$ cat src/design/pli_pkg.sv
`timescale 1ns / 1ps
// pli_pkg: shared types and constants of the piecewise linear interpolator
// used by pli_cell, pli_divider and piecewise_linear_interpolator; no dependencies

package pli_pkg;

   // capacity of the sample store, one cell per point
   localparam int MAX_POINTS = 16;
   localparam int CNT_W      = $clog2(MAX_POINTS + 1);

   // widths of the serial multiply and divide datapath
   localparam int MAG_W  = 33;   // magnitude of a 33-bit difference
   localparam int QUO_W  = 65;   // product plus rounding bias
   localparam int REM_W  = 32;   // divisor and remainder
   localparam int STEP_W = 7;

   localparam logic [STEP_W-1:0] MUL_STEPS = STEP_W'(MAG_W);
   localparam logic [STEP_W-1:0] DIV_STEPS = STEP_W'(QUO_W);

   // saturation bounds of a q16.16 value
   localparam logic signed [31:0] VALUE_MAX = 32'sh7fff_ffff;
   localparam logic signed [31:0] VALUE_MIN = 32'sh8000_0000;

   typedef struct packed {
      logic signed [31:0] point_x;
      logic signed [31:0] point_y;
      logic               is_last;
   } req_type;

   typedef struct packed {
      logic signed [31:0] interpolated_value;
      logic               averaged;
      logic               saturated;
      logic               points_dropped;
   } rsp_type;

   // one sample point as held by a cell
   typedef struct packed {
      logic signed [31:0] x;
      logic signed [31:0] y;
   } sample_type;

   // per-cycle command broadcast to the row of cells
   typedef struct packed {
      logic load;    // insert the new point in x order
      logic shift;   // move every point one cell toward the head
   } cell_ctrl_type;

endpackage

$ cat src/design/pli_cell.sv
`timescale 1ns / 1ps
// pli_cell: one cell of the sorted sample row, holds a single point
// depends on pli_pkg (sample_type, cell_ctrl_type)

module pli_cell (
   input  logic                   clock,
   input  pli_pkg::cell_ctrl_type ctrl,
   input  logic                   occupied,
   input  pli_pkg::sample_type    new_point,
   input  pli_pkg::sample_type    left_point,
   input  logic                   left_after,
   input  pli_pkg::sample_type    right_point,
   output pli_pkg::sample_type    point,
   output logic                   after
);
   import pli_pkg::*;

   sample_type point_ff;
   sample_type point_in;

   // the new point goes behind every held point with x not above it
   assign after = !occupied || (point_ff.x > new_point.x);
   assign point = point_ff;

   // insert: take the neighbor's point if it also moves, else the new one; shift: take the right neighbor's point
   always_comb begin
      point_in = point_ff;
      if (ctrl.load && after) begin
         point_in = left_after ? left_point : new_point;
      end else if (ctrl.shift) begin
         point_in = right_point;
      end
   end

   always_ff @(posedge clock) begin
      point_ff <= point_in;
   end

endmodule

$ cat src/design/pli_divider.sv
`timescale 1ns / 1ps
// pli_divider: bit-serial multiply, rounding bias and restoring divide
// computes (a * b + divisor / 2) / divisor; depends on pli_pkg

module pli_divider (
   input  logic                        clock,
   input  logic                        reset,
   input  logic                        start,
   input  logic [pli_pkg::MAG_W-1:0]   mult_a,
   input  logic [pli_pkg::MAG_W-1:0]   mult_b,
   input  logic [pli_pkg::REM_W-1:0]   divisor,
   output logic                        done,
   output logic [pli_pkg::QUO_W-1:0]   quotient
);
   import pli_pkg::*;

   typedef enum logic [1:0] {DV_IDLE, DV_MUL, DV_BIAS, DV_DIV} dv_state_type;

   dv_state_type      state_ff;
   logic [STEP_W-1:0] step_ff;
   logic [MAG_W-1:0]  a_ff;
   logic [MAG_W-1:0]  b_ff;
   logic [QUO_W-1:0]  acc_ff;
   logic [REM_W-1:0]  rem_ff;
   logic [REM_W-1:0]  dvs_ff;
   logic              done_ff;

   logic [QUO_W-1:0]  mul_in;
   logic [REM_W+1:0]  trial;

   // shift-add step over the multiplier bits, msb first
   assign mul_in = {acc_ff[QUO_W-2:0], 1'b0}
                 + (b_ff[MAG_W-1] ? QUO_W'(a_ff) : QUO_W'(0));

   // restoring divide step: remainder with the next numerator bit
   assign trial = {1'b0, rem_ff, acc_ff[QUO_W-1]} - {2'b00, dvs_ff};

   assign done     = done_ff;
   assign quotient = acc_ff;

   always_ff @(posedge clock) begin
      if (reset) begin
         state_ff <= DV_IDLE;
         done_ff  <= 1'b0;
      end else begin
         done_ff <= 1'b0;
         case (state_ff)
            DV_IDLE: begin
               if (start) begin
                  a_ff     <= mult_a;
                  b_ff     <= mult_b;
                  dvs_ff   <= divisor;
                  acc_ff   <= '0;
                  step_ff  <= MUL_STEPS;
                  state_ff <= DV_MUL;
               end
            end
            DV_MUL: begin
               acc_ff  <= mul_in;
               b_ff    <= {b_ff[MAG_W-2:0], 1'b0};
               step_ff <= step_ff - STEP_W'(1);
               if (step_ff == STEP_W'(1)) begin
                  state_ff <= DV_BIAS;
               end
            end
            // round to nearest by adding half the divisor
            DV_BIAS: begin
               acc_ff   <= acc_ff + QUO_W'(dvs_ff >> 1);
               rem_ff   <= '0;
               step_ff  <= DIV_STEPS;
               state_ff <= DV_DIV;
            end
            DV_DIV: begin
               if (!trial[REM_W+1]) begin
                  rem_ff <= trial[REM_W-1:0];
                  acc_ff <= {acc_ff[QUO_W-2:0], 1'b1};
               end else begin
                  rem_ff <= {rem_ff[REM_W-2:0], acc_ff[QUO_W-1]};
                  acc_ff <= {acc_ff[QUO_W-2:0], 1'b0};
               end
               step_ff <= step_ff - STEP_W'(1);
               if (step_ff == STEP_W'(1)) begin
                  done_ff  <= 1'b1;
                  state_ff <= DV_IDLE;
               end
            end
            default: begin
               state_ff <= DV_IDLE;
            end
         endcase
      end
   end

endmodule

$ cat src/design/piecewise_linear_interpolator.sv
`timescale 1ns / 1ps
// piecewise_linear_interpolator: top level, row of sorting cells and control
// depends on pli_pkg, pli_cell and pli_divider
//
// Usage:
// - csr channel writes target_x (signed q16.16); write it only while idle.
// - req channel carries one sample point per request, in any order. Points
//   are inserted into a row of MAX_POINTS cells kept sorted by x (stable),
//   one request per cycle while loading. Points beyond MAX_POINTS are dropped and flagged.
// - the request with is_last closes the set. The bracket search then moves
//   the row one cell per cycle (up to MAX_POINTS-2 steps), and a bit-serial
//   unit forms the product and then the rounded quotient.
// - the response to a single point or to coincident bracket x does not pass
//   through the serial multiply/divide unit.
// - throughput: one point per cycle while loading; req_ready is low from the
//   closing request until its response is written to the output register.
// - rsp channel holds a registered response; while the receiver stalls the
//   next set still loads, but requests after its closing request wait.
// - reset clears the point count, drop flag, target_x and the response valid.

module piecewise_linear_interpolator (
   input  logic                 clock,
   input  logic                 reset,
   input  logic                 req_valid,
   output logic                 req_ready,
   input  pli_pkg::req_type     req_data,
   output logic                 rsp_valid,
   input  logic                 rsp_ready,
   output pli_pkg::rsp_type     rsp_data,
   input  logic                 csr_valid,
   output logic                 csr_ready,
   input  logic signed [31:0]   csr_target_x
);
   import pli_pkg::*;

   typedef enum logic [2:0] {ST_LOAD, ST_SEARCH, ST_PREP, ST_CALC, ST_OUT} state_type;

   localparam int HiCell = (MAX_POINTS > 1) ? 1 : 0;

   state_type          state_ff;
   logic [CNT_W-1:0]   count_ff;
   logic [CNT_W-1:0]   k_ff;
   logic               drop_ff;
   logic signed [31:0] target_ff;
   logic signed [31:0] y0_ff;
   logic               neg_ff;
   rsp_type            result_ff;
   logic               rsp_valid_ff;
   rsp_type            rsp_data_ff;

   sample_type         cell_point [MAX_POINTS];
   logic               cell_after [MAX_POINTS];
   cell_ctrl_type      ctrl;
   sample_type         new_point;

   logic               req_fire;
   logic               room;
   logic               advance;
   logic               out_free;

   logic signed [32:0] diff_y;
   logic signed [32:0] diff_t;
   logic signed [32:0] diff_x;
   logic signed [32:0] pair_sum;
   logic [MAG_W-1:0]   mag_y;
   logic [MAG_W-1:0]   mag_t;
   logic               div_start;
   logic               div_done;
   logic [QUO_W-1:0]   div_quotient;

   logic               q_big;
   logic signed [34:0] q_signed;
   logic signed [34:0] sum_full;
   rsp_type            interp_result;

   // handshakes
   assign req_ready = (state_ff == ST_LOAD);
   assign req_fire  = req_valid && req_ready;
   assign csr_ready = 1'b1;
   assign rsp_valid = rsp_valid_ff;
   assign rsp_data  = rsp_data_ff;
   assign out_free  = !rsp_valid_ff || rsp_ready;

   assign room        = (count_ff < CNT_W'(MAX_POINTS));
   assign new_point.x = req_data.point_x;
   assign new_point.y = req_data.point_y;

   // bracket moves up while the upper x lies below the target
   assign advance = (k_ff < count_ff - CNT_W'(1))
                 && (cell_point[HiCell].x < target_ff);

   assign ctrl.load  = req_fire && room;
   assign ctrl.shift = (state_ff == ST_SEARCH) && (count_ff > CNT_W'(1)) && advance;

   // row of sorting cells
   for (genvar g = 0; g < MAX_POINTS; g++) begin : g_cell
      sample_type left_point;
      logic       left_after;
      sample_type right_point;
      logic       occupied;

      if (g == 0) begin : g_head
         assign left_point = new_point;
         assign left_after = 1'b0;
      end else begin : g_body
         assign left_point = cell_point[g-1];
         assign left_after = cell_after[g-1];
      end
      if (g == MAX_POINTS - 1) begin : g_tail
         assign right_point = cell_point[g];
      end else begin : g_inner
         assign right_point = cell_point[g+1];
      end
      assign occupied = (CNT_W'(g) < count_ff);

      pli_cell u_cell (
         .clock       (clock),
         .ctrl        (ctrl),
         .occupied    (occupied),
         .new_point   (new_point),
         .left_point  (left_point),
         .left_after  (left_after),
         .right_point (right_point),
         .point       (cell_point[g]),
         .after       (cell_after[g])
      );
   end

   // bracket differences, lower point in the head cell
   always_comb begin
      diff_y   = 33'(cell_point[HiCell].y) - 33'(cell_point[0].y);
      diff_t   = 33'(target_ff) - 33'(cell_point[0].x);
      diff_x   = 33'(cell_point[HiCell].x) - 33'(cell_point[0].x);
      pair_sum = 33'(cell_point[HiCell].y) + 33'(cell_point[0].y);
      mag_y    = diff_y[32] ? MAG_W'(-diff_y) : MAG_W'(diff_y);
      mag_t    = diff_t[32] ? MAG_W'(-diff_t) : MAG_W'(diff_t);
   end

   assign div_start = (state_ff == ST_PREP) && (diff_x != 33'sd0);

   pli_divider u_divider (
      .clock    (clock),
      .reset    (reset),
      .start    (div_start),
      .mult_a   (mag_y),
      .mult_b   (mag_t),
      .divisor  (diff_x[REM_W-1:0]),
      .done     (div_done),
      .quotient (div_quotient)
   );

   // apply the signed quotient to y0 and clamp
   always_comb begin
      q_big    = (div_quotient[QUO_W-1:34] != '0)
              || (div_quotient[33] && (div_quotient[32:0] != '0));
      q_signed = $signed({1'b0, div_quotient[33:0]});
      sum_full = 35'(y0_ff) + (neg_ff ? -q_signed : q_signed);
      interp_result.averaged       = 1'b0;
      interp_result.points_dropped = drop_ff;
      interp_result.saturated      = 1'b1;
      if (q_big) begin
         interp_result.interpolated_value = neg_ff ? VALUE_MIN : VALUE_MAX;
      end else if (sum_full > 35'(VALUE_MAX)) begin
         interp_result.interpolated_value = VALUE_MAX;
      end else if (sum_full < 35'(VALUE_MIN)) begin
         interp_result.interpolated_value = VALUE_MIN;
      end else begin
         interp_result.saturated          = 1'b0;
         interp_result.interpolated_value = sum_full[31:0];
      end
   end

   // control state, configuration and response register
   always_ff @(posedge clock) begin
      if (reset) begin
         state_ff     <= ST_LOAD;
         count_ff     <= '0;
         k_ff         <= '0;
         drop_ff      <= 1'b0;
         target_ff    <= '0;
         rsp_valid_ff <= 1'b0;
      end else begin
         if (csr_valid && csr_ready) begin
            target_ff <= csr_target_x;
         end
         if (rsp_valid_ff && rsp_ready) begin
            rsp_valid_ff <= 1'b0;
         end

         case (state_ff)
            ST_LOAD: begin
               if (req_fire) begin
                  if (room) begin
                     count_ff <= count_ff + CNT_W'(1);
                  end else begin
                     drop_ff <= 1'b1;
                  end
                  if (req_data.is_last) begin
                     k_ff     <= CNT_W'(1);
                     state_ff <= ST_SEARCH;
                  end
               end
            end
            ST_SEARCH: begin
               if (count_ff <= CNT_W'(1)) begin
                  // single point returns its own y
                  result_ff.interpolated_value <= cell_point[0].y;
                  result_ff.averaged           <= 1'b0;
                  result_ff.saturated          <= 1'b0;
                  result_ff.points_dropped     <= drop_ff;
                  state_ff                     <= ST_OUT;
               end else if (advance) begin
                  k_ff <= k_ff + CNT_W'(1);
               end else begin
                  state_ff <= ST_PREP;
               end
            end
            ST_PREP: begin
               y0_ff  <= cell_point[0].y;
               neg_ff <= diff_y[32] ^ diff_t[32];
               if (diff_x == 33'sd0) begin
                  // coincident x: floor of the mean of the two y values
                  result_ff.interpolated_value <= pair_sum[32:1];
                  result_ff.averaged           <= 1'b1;
                  result_ff.saturated          <= 1'b0;
                  result_ff.points_dropped     <= drop_ff;
                  state_ff                     <= ST_OUT;
               end else begin
                  state_ff <= ST_CALC;
               end
            end
            ST_CALC: begin
               if (div_done) begin
                  result_ff <= interp_result;
                  state_ff  <= ST_OUT;
               end
            end
            ST_OUT: begin
               if (out_free) begin
                  rsp_valid_ff <= 1'b1;
                  rsp_data_ff  <= result_ff;
                  count_ff     <= '0;
                  drop_ff      <= 1'b0;
                  state_ff     <= ST_LOAD;
               end
            end
            default: begin
               state_ff <= ST_LOAD;
            end
         endcase
      end
   end

endmodule

$ cat config.mk
export PLATFORM = sky130hd
export DESIGN_NAME = piecewise_linear_interpolator
export DESIGN_NICKNAME = d
export VERILOG_FILES = /design/src/design/pli_pkg.sv /design/src/design/pli_cell.sv /design/src/design/pli_divider.sv /design/src/design/piecewise_linear_interpolator.sv
export SDC_FILE = /design/constraint.sdc
export NUM_CORES = 2
export LEC_CHECK = 0
export ABC_CLOCK_PERIOD_IN_PS = 17510
export BUFFER_PORTS_ARGS = -buffer_cell sky130_fd_sc_hd__buf_2
export CAP_MARGIN = 20
export CORE_UTILIZATION = 50
export CTS_CLUSTER_DIAMETER = 100
export CTS_CLUSTER_SIZE = 40
export DETAILED_ROUTE_END_ITERATION = 12
export PLACE_DENSITY = 0.66
export SETUP_SLACK_MARGIN = 0.02
export SLEW_MARGIN = 40
export SYNTH_ARGS = -nofsm -noshare
export SYNTH_HDL_FRONTEND = slang
export SYNTH_SLANG_ARGS = --single-unit
$ cat constraint.sdc
create_clock -name clock -period 17.51 [get_ports clock]
set_clock_uncertainty 0.05 [all_clocks]
set_input_delay 4.3775 -clock clock [delete_from_list [all_inputs] [get_ports clock]]
set_output_delay 4.3775 -clock clock [all_outputs]
set_load 0.03 [all_outputs]
### Word level (Yosys, flattened, before mapping)

Cells that the tools add are included.
W data, S select, Z words.

* equality and inequality tests: 22
* add/subtract/negate cells: 15
* $lt $le $gt $ge: 39
* bitwise logic cells: 3
* reduce and logical (&&, ||, !) cells: 99
* mux-type cells: 98

Operator list (number)
* $mux W64: 45
* $gt A32 B32 Y1: 16
* $pmux W65 S4: 1
* $mux W32: 6
* $mux W35: 4
* $pmux W35 S3: 1
* $mux W33: 3
* $sub A32 B32 Y33: 3
* $neg A33 Y33: 2
* $pmux W33 S2: 1
* $reduce_bool A33 Y1: 2
* $add A65 B31 Y65: 1
* $add A65 B33 Y65: 1
* $mux W65: 1
* $pmux W32 S2: 1
* $lt A4 B5 Y1 const A: 8
* $reduce_bool A2 Y1: 19
* $add A32 B35 Y35: 1
* $gt A35 B32 Y1 const B: 1
* $lt A35 B32 Y1 const B: 1
* $mux W5: 7
* $neg A34 Y35: 1
* $sub A33 B32 Y34: 1
* $add A32 B32 Y33: 1
* 44 further kinds: 148

* output and inout port bits: 38
* word-level logic and storage cells: 333
* bits of input ports: 102
* bits in registers: 1379

### Depth between registers and ports, before layout

* depth in word-level cells: 9
* mapped depth: 21
* gate-level depth less buffers: 20

### Cells and area by module

From an unflattened synthesis, not the netlist that was laid out.

* cells, all modules: 9716
* area total of the unflattened synthesis: 104765.5 µm²

By module, submodules not included
* pli_cell: cells an instance 367, area an instance 4451.8 µm², sequential area each 1921.8 µm², instances 16
* piecewise_linear_interpolator: cells an instance 2249, area an instance 18063.6 µm², sequential area each 4033.9 µm², instances 1
* pli_divider: cells an instance 1595, area an instance 15473.6 µm², sequential area each 6125.9 µm², instances 1

### Worst setup path before layout

OpenSTA, ideal clock, no wires.

* path type: input-to-reg
* from: input port req_data[50] (netlist name)
* to: register g_cell[1].u_cell.point_ff, in the netlist g_cell[1].u_cell.point[0] (enable)
* stages on the path: 13
* setup time: 0.574 ns
* setup slack: 5.483 ns
* data arrival time: 11.402 ns
* path through: inv_1 ha_1 a21o_1 a21o_1 a21o_1 a21o_1 a221oi_1 o32ai_1 or3_1 o21ba_2 and2_1 clkbuf_1 o21ai_0

* cells in the longest elaborated chain, start to end: 4

RTL lines
* start: declaration: line piecewise_linear_interpolator.sv:26 `input pli_pkg::req_type req_data,`
* $gt A32 B32 Y1: line pli_cell.sv:22 `assign after = !occupied || (point_ff.x > new_point.x);`
* $logic_or A1 B1 Y1: line pli_cell.sv:22
* $logic_and A1 B1 Y1: line pli_cell.sv:28 `if (ctrl.load && after) begin`
* $reduce_bool A2 Y1 (no line)
* end signal: assignment: line pli_cell.sv:36 `point_ff <= point_in;`
* end: declaration: line pli_cell.sv:18 `sample_type point_ff;`

Every way passes these cells.
A chain may end at the register's enable or synchronous reset.

==> impl_results.md <==
- Status: finished, violations left
- Failing checks: design-rule violations
- Worst slew pin tran: 0.914 ns
- Reg area: 40900 sq um
- Crit path DAT: 9.79 ns
- DRC Markers: 7
- Final hold vios: 0
- Nets: 10100
- EDFF count, synth: 1329
- Syn. warnings: 0
- Largest net degree at the start of global routing: 96
- Area after DPL: 98100 sq um
- Remaining antenna violation count: 0
- Post-CTS sizing: 0
- Die ar.: 191000 sq um
- Number of synthesized register bits: 1379
- Ys async rst share: 0%
- Chip height: 438 um
- Mean routed wirelength per cell: 23.0 um
- Routability-driven placement congestion ratio: 0.960
- Max FO, Critical Path: 67
- TritonRoute pass-1 iters: 11
- Inserted Clock Buffers: 60
- Power Dens Cells: 105 nW/um^2
- Commonest non-fill, non-tap cell in the layout: edfxtp_1
- Post-synthesis sequential area ratio: 43.1%
- Initial DRC Count: 6840
- Leading post-synthesis cells by cell area: edfxtp_1 42%, ha_1 10%, mux2i_1 6.0%
- Crit share post-route: 52.9%
- Initial Util: 50.4%
- Clock transition at the registers of the reported paths: 0.12 ns
- Port Buffer Count: 138
- Standard-cell row count: 159
- Worst Setup Start Kind: input port
- Leak: 39.4 nW
- Global route overflow: 0
- Minimum clock period: 9.27 ns
- Max-cap violation count: 0
- CORE AREA: 188000 sq um
- Met3 usage: 2.17%
- Worst hold path type: reg -> reg
- Total GRT Usage: 27.2%
- Worst setup margin: 8.24 ns
- Die W: 438 um
- Finished Layout Cells: 11700
- RSZ-0062 raised after global routing: no
- VDD IR max: 0.0926 mV
- Synth Net Count: 10300
- Dpl cells: 11600
- DR vias/cell: 6.23
- CP most frequent cell: buf_4
- Filler Cells Inserted: 16700
- Synth Flop Type: edfxtp_1
- Total Routed Length: 269 mm
- GR Util met1: 38.7%
- First-pass GRT wire length: 414 mm
- Share of the synthesized area in the top cell type: 42.1%
- Most frequent cells in the layout: 1329 x edfxtp_1, 902 x a21oi_1, 854 x nor2_1
- CP max stage delay: 0.74 ns
- Vias in the first global route: 69800
- Headroom to the max-slew limit: 38.4%
- Mapped Avg Cell Area: 10.1 sq um
- Synth cell types: 96
- DP Worst Slack: 7.40 ns
- CTS max path bufs: 3
- Multi-input gate area: 51100 sq um
- H-tree Lvls: 2
- Clock Sink Count: 1379
- Worst-Skew Late Latency: 0.81 ns
- GR Layer Usage met2: 43.1%
- I/O pins: 140
- Root Buffer: clkbuf_16
- Vias: 73100
- WP data required: 18.02 ns
- Initial antenna violation count: 4
- Setup TNS: 0 ns
- DP Wirelength: 207 mm
- # Post-CTS Setup Buffers: 0
- Top cell type by total area after synthesis: edfxtp_1
- FMAX: 0.108 GHz
- Critical Path End Type: flip-flop
- Final setup fails: 0
- Crit path max-delay cell type: a32oi_4
- Layout cell share with drive strength beyond 1: 9.79%
- Worst-path cell chain: buf_2 -> buf_4 -> clkinv_1 -> ha_1 -> and4_1 -> nand4_1 -> or2_2 -> a211o_1 -> a31o_2 -> a32oi_4 -> nand2b_2 -> buf_4 -> nor2_4 -> buf_4 -> a221o_1
- Gr busiest metal: met2
- Critical path class: in -> reg
- Final Max Slew Viols: 0
- Area Overhead vs Synth: 6.13%
- CTS tree: yes
- Design Area, Final: 101000 sq um
- Mapped Area: 94800 sq um
- Post-synthesis cell count: 9427
- Post-CTS Hold Fix Bufs: 0
[per-stage QoR]
step	power (mW)	utilization (%)	hold slack, ns
3_5_place_dp	8.55	52.2	0.356
3_3_place_gp	8.43	52.1	0.353
4_1_cts	10.6	53.5	0.384
2_1_floorplan	7.40	-	0.350
6_report	10.6	53.5	0.383
5_1_grt	11.2	53.5	0.388
[sequential cells by signal, summed over array words and instances (netlist names)]
name / cells
count_ff: 5
drop_ff: 1
g_cell.u_cell.point: 1024
k_ff: 5
neg_ff: 1
result_ff: 35
rsp_data: 35
rsp_valid: 1
state_ff: 3
target_ff: 32
u_divider.a_ff: 33
u_divider.b_ff: 33
u_divider.done: 1
u_divider.dvs_ff: 32
u_divider.quotient: 65
u_divider.rem_ff: 32
u_divider.state_ff: 2
u_divider.step_ff: 7
y0_ff: 32
[synthesized netlist by cell type (136+ instances only)]
library cell	number
nand2_1	678
xnor2_1	227
o21ai_0	550
ha_1	787
mux2i_1	569
nand3_1	185
a21oi_1	908
nor3_1	136
nor2_1	864
a31oi_1	185
a21o_1	286
inv_1	314
mux2_2	381
edfxtp_1	1329
nand4_1	157
clkbuf_1	512
[final timing paths]
check,from,endpoint,slack (ns),cells after the start
worst max-delay path,req_data[51],g_cell[2].u_cell.point[55],8.24,15
worst min-delay path,result_ff[8],rsp_data[8],0.38,0
worst max register to register,u_divider.quotient[6],result_ff[27],10.95,18
worst min register to register,result_ff[8],rsp_data[8],0.38,0
[logic make-up after synthesis]
| logic type | count (synthesis) | synth area share [%] |
|---|---|---|
| XOR/XNOR | 342 | 3.16 |
| AND/OR/NAND/NOR | 2490 | 12.1 |
| multiplexers | 950 | 10.5 |
| other | 1 | 0.00395 |
| AO/OA/AOI/OAI | 2575 | 17.0 |
| buffers and inverters | 895 | 3.57 |
| adder cells (fa/ha/maj) | 795 | 10.6 |
| flip-flops | 1379 | 43.1 |
[power breakdown]
group          internal [mW]  switching, mW  leakage [nW]  total, mW
Combinational           1.46           2.29          25.2       3.75
Sequential              4.36          0.435          13.0       4.79
Clock                  0.789           1.28          1.16       2.07
Total                   6.61           4.00          39.4       10.6
[metal layers]
layer  wire length (um)  share of wire (%)  vias to the layer above
met4              10900                4.1                        0
li1                   -                  -                    34800
met5                  0                  0                        -
met1             121000                 45                    35200
met2             121000                 45                     2609
met3              16100                6.0                      433
[layout make-up]
cell class                 instances  share of cell area [%]
antenna                            1                 0.00249
inverter                         316                    1.18
clock inverter                    45                   0.898
sequential                      1379                    40.6
timing repair buffer             277                    1.89
tap                             2495                    3.10
clock buffer                      64                    1.55
multi-input combinational       7153                    50.7
[worst max-delay path: cells and delay by family]
| family | cells | cell delay, ns |
|---|---|---|
| AND/OR/NAND/NOR | 5 | 1.06 |
| buffers and inverters | 5 | 1.96 |
| adder cells (fa/ha/maj) | 1 | 0.64 |
| AO/OA/AOI/OAI | 4 | 1.62 |
Note: power is estimated with default switching activity, not from simulation.
